[config.mk]
export PLATFORM = sky130hd
export DESIGN_NAME = refcounted_inode_cache_table
export DESIGN_NICKNAME = d
export VERILOG_FILES = /design/src/design/ict_pkg.sv /design/src/design/ict_front.sv /design/src/design/ict_outq.sv /design/src/design/ict_back.sv /design/src/design/refcounted_inode_cache_table.sv
export SDC_FILE = /design/constraint.sdc
export NUM_CORES = 2
export LEC_CHECK = 0
export BUFFER_PORTS_ARGS = -buffer_cell sky130_fd_sc_hd__buf_4
export CORE_ASPECT_RATIO = 1.1
export CORE_MARGIN = 5
export CORE_UTILIZATION = 50
export DETAILED_ROUTE_END_ITERATION = 8
export PLACE_DENSITY_LB_ADDON = 0.2
export SETUP_SLACK_MARGIN = 0.4
export SYNTH_ARGS = -nofsm -noshare
export SYNTH_HDL_FRONTEND = slang
export SYNTH_HIERARCHICAL = 1
export SYNTH_SLANG_ARGS = --single-unit
[constraint.sdc]
create_clock -name clk -period 5.4 [get_ports clk]
set_input_delay 0.54 -clock clk [delete_from_list [all_inputs] [get_ports clk]]
set_output_delay 0.54 -clock clk [all_outputs]
set_load 0.01 [all_outputs]
[src/design/ict_pkg.sv]
// Shared types, codes and sizes for the inode cache table.
package ict_pkg;

  localparam int SLOTS    = 32;
  localparam int REF_BITS = 8;
  localparam int SLOT_W   = (SLOTS > 1) ? $clog2(SLOTS) : 1;
  localparam logic [REF_BITS-1:0] REF_MAX = '1;
  localparam int QDEPTH   = 2;

  localparam logic [2:0] CMD_GET    = 3'd0;
  localparam logic [2:0] CMD_DUP    = 3'd1;
  localparam logic [2:0] CMD_PUT    = 3'd2;
  localparam logic [2:0] CMD_LOCK   = 3'd3;
  localparam logic [2:0] CMD_UNLOCK = 3'd4;

  localparam logic [2:0] ST_OK       = 3'd0;
  localparam logic [2:0] ST_FULL     = 3'd1;
  localparam logic [2:0] ST_BUSY     = 3'd2;
  localparam logic [2:0] ST_NOREF    = 3'd3;
  localparam logic [2:0] ST_NOTLOCK  = 3'd4;
  localparam logic [2:0] ST_OVERFLOW = 3'd5;

  typedef enum logic [2:0] {
    OP_GET,
    OP_DUP,
    OP_PUT,
    OP_LOCK,
    OP_UNLOCK,
    OP_NONE
  } op_t;

  typedef enum logic {
    BK_IDLE,
    BK_EXEC
  } bk_state_t;

  typedef struct packed {
    logic [2:0]  cmd;
    logic [15:0] device_id;
    logic [15:0] inode_number;
    logic [4:0]  slot_index;
    logic        links_zero;
  } item_t;

  typedef struct packed {
    logic [4:0] result_slot;
    logic [2:0] status;
    logic       hit;
    logic       need_load;
    logic       need_free;
    logic [7:0] ref_after;
  } result_t;

  // Classified command handed from front to back
  typedef struct packed {
    op_t              op;
    logic             in_range;
    logic [15:0]      device_id;
    logic [15:0]      inode_number;
    logic [4:0]       slot_index;
    logic [SLOT_W-1:0] idx;
    logic             links_zero;
  } work_t;

endpackage

[src/design/ict_front.sv]
// Front end: accepts commands, decodes them and queues them for the back end.
module ict_front (
  input  logic           clk,
  input  logic           rst,
  input  logic           push,
  output logic           full,
  input  ict_pkg::item_t item,
  output logic           wq_empty,
  input  logic           wq_pop,
  output ict_pkg::work_t wq_head
);

  ict_pkg::work_t mem [ict_pkg::QDEPTH];
  logic           wr_ptr;
  logic           rd_ptr;
  logic [1:0]     count;
  ict_pkg::work_t dec;
  logic           do_push;
  logic           do_pop;

  always_comb begin
    dec.device_id    = item.device_id;
    dec.inode_number = item.inode_number;
    dec.slot_index   = item.slot_index;
    dec.idx          = ict_pkg::SLOT_W'(item.slot_index);
    dec.links_zero   = item.links_zero;
    dec.in_range     = (32'(item.slot_index) < 32'(ict_pkg::SLOTS));
    case (item.cmd)
      ict_pkg::CMD_GET:    dec.op = ict_pkg::OP_GET;
      ict_pkg::CMD_DUP:    dec.op = ict_pkg::OP_DUP;
      ict_pkg::CMD_PUT:    dec.op = ict_pkg::OP_PUT;
      ict_pkg::CMD_LOCK:   dec.op = ict_pkg::OP_LOCK;
      ict_pkg::CMD_UNLOCK: dec.op = ict_pkg::OP_UNLOCK;
      default:             dec.op = ict_pkg::OP_NONE;
    endcase
  end

  assign full     = (count == 2'(ict_pkg::QDEPTH));
  assign wq_empty = (count == 2'd0);
  assign do_push  = push && !full;
  assign do_pop   = wq_pop && !wq_empty;
  assign wq_head  = mem[rd_ptr];

  always_ff @(posedge clk) begin
    if (do_push) begin
      mem[wr_ptr] <= dec;
    end
  end

  always_ff @(posedge clk) begin
    if (rst) begin
      wr_ptr <= 1'b0;
      rd_ptr <= 1'b0;
      count  <= 2'd0;
    end else begin
      if (do_push) begin
        wr_ptr <= ~wr_ptr;
      end
      if (do_pop) begin
        rd_ptr <= ~rd_ptr;
      end
      count <= count + 2'(do_push) - 2'(do_pop);
    end
  end

endmodule

[src/design/ict_outq.sv]
// Result queue between the back end and the result port.
module ict_outq (
  input  logic             clk,
  input  logic             rst,
  input  logic             rq_push,
  input  ict_pkg::result_t rq_data,
  output logic             rq_full,
  output logic             empty,
  input  logic             pop,
  output ict_pkg::result_t result
);

  ict_pkg::result_t mem [ict_pkg::QDEPTH];
  logic             wr_ptr;
  logic             rd_ptr;
  logic [1:0]       count;
  logic             do_push;
  logic             do_pop;

  assign rq_full = (count == 2'(ict_pkg::QDEPTH));
  assign empty   = (count == 2'd0);
  assign do_push = rq_push && !rq_full;
  assign do_pop  = pop && !empty;
  assign result  = mem[rd_ptr];

  always_ff @(posedge clk) begin
    if (do_push) begin
      mem[wr_ptr] <= rq_data;
    end
  end

  always_ff @(posedge clk) begin
    if (rst) begin
      wr_ptr <= 1'b0;
      rd_ptr <= 1'b0;
      count  <= 2'd0;
    end else begin
      if (do_push) begin
        wr_ptr <= ~wr_ptr;
      end
      if (do_pop) begin
        rd_ptr <= ~rd_ptr;
      end
      count <= count + 2'(do_push) - 2'(do_pop);
    end
  end

endmodule

[src/design/ict_back.sv]
// Back end: slot table, associative lookup and read-modify-write of one slot.
module ict_back (
  input  logic             clk,
  input  logic             rst,
  input  logic             wq_empty,
  output logic             wq_pop,
  input  ict_pkg::work_t   wq_head,
  output logic             rq_push,
  output ict_pkg::result_t rq_data,
  input  logic             rq_full
);

  localparam int SW = ict_pkg::SLOT_W;
  localparam int RB = ict_pkg::REF_BITS;

  logic [15:0]   slot_device [ict_pkg::SLOTS];
  logic [15:0]   slot_inode  [ict_pkg::SLOTS];
  logic [RB-1:0] slot_refs   [ict_pkg::SLOTS];
  logic [ict_pkg::SLOTS-1:0] slot_busy;
  logic [ict_pkg::SLOTS-1:0] slot_valid;

  ict_pkg::bk_state_t state, state_next;

  // lookup results, held for the execute cycle
  ict_pkg::work_t cur;
  logic           hit;
  logic           found;
  logic [SW-1:0]  tgt;

  logic           hit_next;
  logic           free_next;
  logic [SW-1:0]  hit_idx;
  logic [SW-1:0]  free_idx;
  logic           load_lookup;

  logic [RB-1:0]  r;
  logic           b;
  logic           v;
  logic           upd_en;
  logic           key_en;
  logic [RB-1:0]  upd_refs;
  logic           upd_busy;
  logic           upd_valid;
  ict_pkg::result_t res;

  // next state
  always_comb begin
    state_next = state;
    case (state)
      ict_pkg::BK_IDLE: if (!wq_empty) state_next = ict_pkg::BK_EXEC;
      ict_pkg::BK_EXEC: if (!rq_full)  state_next = ict_pkg::BK_IDLE;
      default:          state_next = ict_pkg::BK_IDLE;
    endcase
  end

  // outputs
  always_comb begin
    load_lookup = 1'b0;
    rq_push     = 1'b0;
    case (state)
      ict_pkg::BK_IDLE: load_lookup = !wq_empty;
      ict_pkg::BK_EXEC: rq_push     = !rq_full;
      default: ;
    endcase
  end

  assign wq_pop = load_lookup;

  always_ff @(posedge clk) begin
    if (rst) begin
      state <= ict_pkg::BK_IDLE;
    end else begin
      state <= state_next;
    end
  end

  // parallel key compare and first-free pick; lowest index wins
  always_comb begin
    hit_next  = 1'b0;
    free_next = 1'b0;
    hit_idx   = '0;
    free_idx  = '0;
    for (int i = ict_pkg::SLOTS - 1; i >= 0; i--) begin
      if (slot_refs[i] != '0 && slot_device[i] == wq_head.device_id &&
          slot_inode[i] == wq_head.inode_number) begin
        hit_next = 1'b1;
        hit_idx  = SW'(i);
      end
      if (slot_refs[i] == '0) begin
        free_next = 1'b1;
        free_idx  = SW'(i);
      end
    end
  end

  always_ff @(posedge clk) begin
    if (load_lookup) begin
      cur   <= wq_head;
      hit   <= hit_next;
      found <= hit_next || free_next;
      if (wq_head.op != ict_pkg::OP_GET) begin
        tgt <= wq_head.idx;
      end else if (hit_next) begin
        tgt <= hit_idx;
      end else begin
        tgt <= free_idx;
      end
    end
  end

  assign r = slot_refs[tgt];
  assign b = slot_busy[tgt];
  assign v = slot_valid[tgt];

  // execute: result and new slot contents
  always_comb begin
    res             = '0;
    res.result_slot = cur.slot_index;
    upd_en          = 1'b0;
    key_en          = 1'b0;
    upd_refs        = r;
    upd_busy        = b;
    upd_valid       = v;
    if (cur.op == ict_pkg::OP_GET) begin
      res.result_slot = 5'(tgt);
      if (hit) begin
        res.hit = 1'b1;
        if (r == ict_pkg::REF_MAX) begin
          res.status    = ict_pkg::ST_OVERFLOW;
          res.ref_after = 8'(r);
        end else begin
          upd_en        = 1'b1;
          upd_refs      = r + RB'(1);
          res.ref_after = 8'(upd_refs);
        end
      end else if (found) begin
        upd_en        = 1'b1;
        key_en        = 1'b1;
        upd_refs      = RB'(1);
        upd_busy      = 1'b0;
        upd_valid     = 1'b0;
        res.ref_after = 8'(upd_refs);
      end else begin
        res.result_slot = 5'd0;
        res.status      = ict_pkg::ST_FULL;
      end
    end else if (cur.op == ict_pkg::OP_NONE) begin
      if (cur.in_range) begin
        res.ref_after = 8'(r);
      end
    end else if (!cur.in_range || r == '0) begin
      res.status = ict_pkg::ST_NOREF;
    end else begin
      res.ref_after = 8'(r);
      case (cur.op)
        ict_pkg::OP_DUP: begin
          if (r == ict_pkg::REF_MAX) begin
            res.status = ict_pkg::ST_OVERFLOW;
          end else begin
            upd_en        = 1'b1;
            upd_refs      = r + RB'(1);
            res.ref_after = 8'(upd_refs);
          end
        end
        ict_pkg::OP_PUT: begin
          if (r == RB'(1) && v && cur.links_zero && b) begin
            res.status = ict_pkg::ST_BUSY;
          end else begin
            upd_en        = 1'b1;
            upd_refs      = r - RB'(1);
            res.ref_after = 8'(upd_refs);
            if (r == RB'(1) && v && cur.links_zero) begin
              upd_busy      = 1'b1;
              res.need_free = 1'b1;
            end
          end
        end
        ict_pkg::OP_LOCK: begin
          if (b) begin
            res.status = ict_pkg::ST_BUSY;
          end else begin
            upd_en        = 1'b1;
            upd_busy      = 1'b1;
            upd_valid     = 1'b1;
            res.need_load = !v;
          end
        end
        ict_pkg::OP_UNLOCK: begin
          if (!b) begin
            res.status = ict_pkg::ST_NOTLOCK;
          end else begin
            upd_en   = 1'b1;
            upd_busy = 1'b0;
          end
        end
        default: ;
      endcase
    end
  end

  assign rq_data = res;

  always_ff @(posedge clk) begin
    if (rq_push && key_en) begin
      slot_device[tgt] <= cur.device_id;
      slot_inode[tgt]  <= cur.inode_number;
    end
  end

  always_ff @(posedge clk) begin
    if (rst) begin
      for (int i = 0; i < ict_pkg::SLOTS; i++) begin
        slot_refs[i] <= '0;
      end
      slot_busy  <= '0;
      slot_valid <= '0;
    end else if (rq_push && upd_en) begin
      slot_refs[tgt]  <= upd_refs;
      slot_busy[tgt]  <= upd_busy;
      slot_valid[tgt] <= upd_valid;
    end
  end

endmodule

[src/design/refcounted_inode_cache_table.sv]
// Top level of the reference-counted inode cache table.
//
//   channel   handshake           payload              transfer when
//   command   push / full         item   (item_t)      push && !full
//   result    pop / empty         result (result_t)    pop && !empty
//
// In the back end a command gets the parallel key compare and first-free pick,
// then the read-modify-write of the chosen slot, held while rq_full is set.
// Command and result queues are two deep, so the front keeps taking commands
// while the back end or the result side stalls.
// Synchronous reset clears all counts, busy and valid flags and both queues.
module refcounted_inode_cache_table (
  input  logic             clk,
  input  logic             rst,
  input  logic             push,
  output logic             full,
  input  ict_pkg::item_t   item,
  output logic             empty,
  input  logic             pop,
  output ict_pkg::result_t result
);

  logic             wq_empty;
  logic             wq_pop;
  ict_pkg::work_t   wq_head;
  logic             rq_push;
  logic             rq_full;
  ict_pkg::result_t rq_data;

  ict_front u_front (
    .clk      (clk),
    .rst      (rst),
    .push     (push),
    .full     (full),
    .item     (item),
    .wq_empty (wq_empty),
    .wq_pop   (wq_pop),
    .wq_head  (wq_head)
  );

  ict_back u_back (
    .clk      (clk),
    .rst      (rst),
    .wq_empty (wq_empty),
    .wq_pop   (wq_pop),
    .wq_head  (wq_head),
    .rq_push  (rq_push),
    .rq_data  (rq_data),
    .rq_full  (rq_full)
  );

  ict_outq u_outq (
    .clk     (clk),
    .rst     (rst),
    .rq_push (rq_push),
    .rq_data (rq_data),
    .rq_full (rq_full),
    .empty   (empty),
    .pop     (pop),
    .result  (result)
  );

endmodule
* Word-level counts from Yosys, hierarchy flattened
Memories as Yosys holds them, arrays and structs flattened. A register that Yosys moved wholly into a read port is not among the register bits. Index checks and enable logic that the tools add are counted.
Operators by class: magnitude comparators 2, eq/ne operators 77, muxes and demuxes 226, $add $sub $neg 6, bitwise gates (word level) 5, reduce and logical (&&, ||, !) cells 153
Operators by type and width (number):
- $eq 16x16->1 | 64
- $mux 5 | 70
- $logic_not 8->1 | 33
- $reduce_bool 8->1 | 32
- $mux 1 | 119
- $mux 8 | 13
- $logic_and 1x1->1 | 74
- $bwmux 32 | 2
- $pmux 8 s2 | 2
- $mux 3 | 6
- $pmux 3 s5 | 1
- $eq 3x2->1 const B | 4
- $pmux 3 s4 | 1
- $bmux 1 s5 | 2
- $mux 10 | 1
- $eq 3x3->1 const B | 3
- $mux 9 | 1
- $add 8x1->8 const B | 1
- $eq 8x1->1 const B | 1
- $eq 8x8->1 const B | 1
- $mux 2 | 4
- $reduce_or 8->1 | 1
- $sub 8x1->8 const B | 1
- $eq 3x1->1 const B | 2
- 15 further kinds | 30
Storage, ports and cells: bits in registers 122, logic and storage cells 492, memories kept 5, RAM bits 1410
Memory list:
- u_back.slot_device | words 32, bits a word 16, rd ports 32, clocked after Yosys merged registers in 0, wr ports 1, RTL line ict_back.sv:16 | logic [15:0] slot_device [ict_pkg::SLOTS];
- u_back.slot_inode | words 32, bits a word 16, rd ports 32, clocked after Yosys merged registers in 0, wr ports 1, RTL line ict_back.sv:17 | logic [15:0] slot_inode [ict_pkg::SLOTS];
- u_back.slot_refs | words 32, bits a word 8, rd ports 33, clocked after Yosys merged registers in 1, wr ports 32, RTL line ict_back.sv:18 | logic [RB-1:0] slot_refs [ict_pkg::SLOTS];
- u_front.mem | words 2, bits a word 46, rd ports 1, clocked after Yosys merged registers in 1, wr ports 1, RTL line ict_front.sv:13 | ict_pkg::work_t mem [ict_pkg::QDEPTH];
- u_outq.mem | words 2, bits a word 19, rd ports 1, clocked after Yosys merged registers in 1, wr ports 1, RTL line ict_outq.sv:13 | ict_pkg::result_t mem [ict_pkg::QDEPTH];

* Logic depth before layout (Yosys ltp)
An unclocked memory read counts as a cell.
depth in word-level cells 39, gate-level depth with buffers 22

* By module
Netlist, hierarchy kept.
By module, submodules not included:
- ict_back | instances 1, area an instance 66381.2 µm², cells an instance 4903
- ict_front | instances 1, area an instance 3249.4 µm², cells an instance 165
- ict_outq | instances 1, area an instance 1602.8 µm², cells an instance 86

* Worst setup path after synthesis
No wires, ideal clock.
path kind register to register, from register (tool-made name), to memory u_back/slot_refs[10][0] (netlist name) (enable), stages on the path, launching flop included 20, setup time 334 ps, period minus slack after synthesis 4147 ps, path slack 1253 ps, data required time 5066 ps, arrival 3812 ps, buffers on the path 7, cell sequence dfxtp_1 -> buf_6 -> buf_12 -> buf_12 -> buf_6 -> buf_6 -> mux4_2 -> a22oi_1 -> and4_1 -> buf_2 -> clkinv_1 -> ha_1 -> inv_1 -> a211o_2 -> nor2_1 -> a21o_1 -> a21oi_4 -> clkbuf_1 -> nand4_1 -> nand2b_1
RTL lines (RTL line):
- end: declaration | ict_back.sv:18

==> impl_metrics.py <==
metrics = {
    "run_status": {
        "status": "finished, final reports clean",
    },
    "route": {
        "remaining_drc_errors": 0,
        "drt-total-wl_mm": 252,
        "final_antenna_net_count": 0,
        "via_count": 48263,
        "vias_per_cell": 6.46,
        "post_drt_wl_per_cell_um": 33.8,
        "dr.pass1.iters": 6,
        "drt_iter0_drc": 6727,
    },
    "global_routing": {
        "met3_usage_pct": 6.29,
        "first_global_vias": 46342,
        "grt_use_met2_pct": 53.8,
        "grt-ovfl-total": 0,
        "antenna_found_initial": 8,
        "use_met1_pct": 41.7,
        "top_usage_layer": "met2",
        "grt_pass1_wl_mm": 348,
        "grt_usage_pct": 33.0,
        "grt_max_degree": 80,
    },
    "critical_path": {
        "ff2ff_setup_slack_ns": 0.35,
        "startpoint_type": "flop",
        "reg2regPathDepth": 12,
        "critPathRequiredTime_ns": 5.81,
        "worstPathArrival_ns": 5.46,
        "cp.depth": 12,
        "regToRegEndpoint": "u_back/found$_DFFE_PP_",
        "end_kind": "flop",
        "worstPathCellList": "buf_12, mux2_4, buf_4, xor2_1, nor4_1, nand4_1, nor4_1, buf_4, nor4_1, nand4_1, nor2_1, nand4_1",
        "endpoint": "u_back/found$_DFFE_PP_",
        "slowest_delay_ns": 0.98,
        "path_buf_inv": 3,
        "crit_type": "flop to flop",
        "cpLargestDelayFamily": "simple AND/OR/NAND/NOR gates",
        "worst_path_max_delay_cell": "nor4_1",
        "path_max_fanout": 41,
    },
    "final_layout": {
        "fin_area_um2": 80800,
        "nFillCells": 11351,
        "syn2layout_area_growth_pct": 13.5,
        "final_cells": 7466,
        "fin_nets": 5469,
        "layout-drive-gt1-share_pct": 15.8,
    },
    "clock_network": {
        "cts_buffers": 160,
        "clk_path_buf_depth": 3,
        "numClockSinks": 1529,
        "cts_tree": "built",
        "insertion_delay_ns": 0.82,
        "h-tree-depth": 4,
        "cts.clk_slew.worst_paths_ns": 0.06,
        "cts_root_buf": "clkbuf_16",
    },
    "place": {
        "finalWeightedCongestion": 0.955,
        "place_ws_ns": 0.418,
        "port_buffers": 65,
        "dp_hpwl_mm": 159,
        "dp.cells": 7125,
        "placed_area_um2": 75300,
    },
    "floorplan": {
        "design.core.area_um2": 142000,
        "rows": 145,
        "io_pins": 66,
        "die_w_um": 370,
        "die_height_um": 406,
        "initial_core_util_pct": 50.2,
        "die_area_um2": 150000,
    },
    "synth": {
        "synth.distinct_cells": 107,
        "synth.most_common_cell": "edfxtp_1",
        "synthAdderAreaFrac_pct": 0.141,
        "synth_top_cell_by_area": "edfxtp_1",
        "synth_ff_type": "edfxtp_1",
        "yosys-top-cells-area": "edfxtp_1 61%, xor2_1 11%, nor4_1 3.8%",
        "synth_xor_area_share_pct": 12.7,
        "synth-simple-area-share_pct": 14.2,
        "ys_seq_elements": 1529,
        "synthMuxAreaShare_pct": 4.83,
        "synth-edff-count": 1449,
        "synth_top_family_by_area": "simple AND/OR/NAND/NOR gates",
        "yosys_warnings": 6,
        "synth_seq_area_share_pct": 63.3,
        "netlist_area_um2": 71200,
        "yosys-top-cells-count": "1449 x edfxtp_1, 900 x xor2_1, 466 x nor2_1",
        "synth_compound_area_share_pct": 2.42,
        "async_reset_ff_share_pct": 0,
        "syn_nets": 5207,
        "syn_inst": 5154,
        "avgSynthCellArea_um2": 13.8,
        "synth_top_area_share_pct": 61.1,
    },
    "pwr": {
        "netSwitchingFraction_pct": 42.8,
        "p_per_area_nw_per_um2": 558,
        "p_comb_share_pct": 40.9,
        "clkPwrFrac_pct": 23.9,
        "p_int_mw": 25.8,
        "vdd_drop_max_mv": 0.559,
        "p_sw_mw": 19.3,
        "p_leak_nw": 27.6,
        "finalPower_mw": 45.1,
        "pwr-share-seq_pct": 35.2,
    },
    "timing": {
        "max_freq_ghz": 0.198,
        "final_max_slew_viol_count": 0,
        "finalWorstSetupSlack_ns": 0.353,
        "max_slew_margin_pct": 9.66,
        "fin_tns_setup_ns": 0,
        "min_period_over_period_pct": 93.5,
        "grt_setup_unrepaired": "false",
        "finalCriticalPeriod_ns": 5.05,
        "skew_ns": 0.0502,
        "setup_viol": 0,
        "worstMarginPinSlew_ns": 1.36,
        "final_hold_viol_count": 0,
    },
    "worst_hold_path": {
        "worstHoldPathType": "primary input to flop",
        "hold_start": "item[39]",
    },
    "flow_run": {
        "drv_cap": 0,
    },
}
==> metrics by stage <==
step / utilization, % / hold slack, ns
6_report: 57.0 / 0.0788
5_1_grt: 57.0 / 0.0696
4_1_cts: 56.9 / 0.0235
3_5_place_dp: 53.1 / 0.465
3_3_place_gp: 53.1 / 0.460
2_1_floorplan: - / 0.449
==> registers in the layout (all words and copies together) (netlist names), named ones only <==
name and flops:
u_back/cur 42, u_back/found 1, u_back/hit 1, u_back/slot_busy 32, u_back/slot_device 512, u_back/slot_inode 512
u_back/slot_refs 256, u_back/slot_valid 32, u_back/state 1, u_back/tgt 5, u_front/count 2, u_front/mem 82
u_front/rd_ptr 1, u_front/wr_ptr 1, u_outq/count 2, u_outq/mem 38, u_outq/rd_ptr 1, u_outq/wr_ptr 1
==> layout by cell type (no fill, tap or decap), types with 11 or more instances in the layout <==
master         instances
nor4_2                65
o221ai_1              12
buf_12                36
and3_1                19
nand4_1              210
mux2_4                32
clkinv_1              41
xor2_1               900
nand3_1               90
inv_1                 25
a31oi_1               19
dlygate4sd3_1         40
mux2i_1              128
clkinv_2              28
a211oi_1              11
or3_1                 16
edfxtp_1            1449
nor2b_1               22
a21oi_1               34
nor4_1               429
mux4_2                52
a21o_1                11
dfxtp_1               76
nor2_1               433
nand4_2               22
nand4b_1              11
clkbuf_16            160
or4_1                 12
o21ai_0               36
nand2b_1             107
nor2_2                55
mux2_2                28
nor3_1                97
mux2_1                18
a22oi_1               19
nand2_1              129
xnor2_1              131
buf_4                307
clkbuf_1              29
==> worst reg2reg max path: stages, from the launching register on <==
cell and delay, ns:
dfxtp_2 0.34, buf_12 0.30, mux2_4 0.60, buf_4 0.53
xor2_1 0.32, nor4_1 0.08, nand4_1 0.11, nor4_1 0.08
buf_4 0.14, nor4_1 0.98, nand4_1 0.28, nor2_1 0.45
nand4_1 0.46
==> per-layer routing <==
layer / vias to the layer above / wire, µm
li1: 20020 / -
met1: 24265 / 91100
met3: 786 / 25700
met2: 3190 / 118000
met5: - / 13
met4: 2 / 17000
==> power by group through the flow <==
stage	registers, mW	logic (mW)	clock network (mW)
finish	15.9	18.4	10.8
global route	15.9	18.7	11.4
CTS	15.8	17.9	10.9
detailed placement	16.1	17.8	0
global placement	16.1	17.8	0
floorplan	15.7	9.87	0
==> layout make-up <==
| class | instances | area, µm² | area share (%) |
|---|---|---|---|
| Antenna cell | 8 | 20.0 | 0.0248 |
| Clock buffer | 195 | 4200 | 5.19 |
| Clock inverter | 98 | 872 | 1.08 |
| Inverter | 30 | 113 | 0.139 |
| Multi-Input combinational cell | 3311 | 24700 | 30.5 |
| Sequential cell | 1529 | 45100 | 55.8 |
| Tap cell | 1911 | 2390 | 2.96 |
| Timing Repair Buffer | 384 | 3440 | 4.25 |
==> cells by family after synthesis <==
family	count (synthesis)
simple gates	1779
flops	1529
xor+xnor	1031
buf+inv	314
mux	263
compound gates	229
fa+ha+maj	8
other cells	1
==> what timing repair did <==
action,4_1_cts,5_1_grt
setup buffers,0,0
setup endpoints to repair,2,2
resized for setup,1,2
hold buffers,40,0
endpoints found under the hold margin,80,0
==> worst min-delay path by stage <==
stage / to / slack, ns / depth (start not counted)
3_5_place_dp: u_back/slot_valid[24]$_SDFFE_PP0P_ / 0.47 / 2
4_1_cts: u_front/mem[0][43]$_DFFE_PP_ / 0.02 / 2
6_report: u_front/mem[0][43]$_DFFE_PP_ / 0.08 / 2
5_1_grt: u_front/mem[0][43]$_DFFE_PP_ / 0.07 / 2
3_3_place_gp: u_back/slot_busy[28]$_SDFFE_PP0P_ / 0.46 / 2
2_1_floorplan: u_back/slot_busy[28]$_SDFFE_PP0P_ / 0.45 / 2
Power figures use the tool's default switching activity.
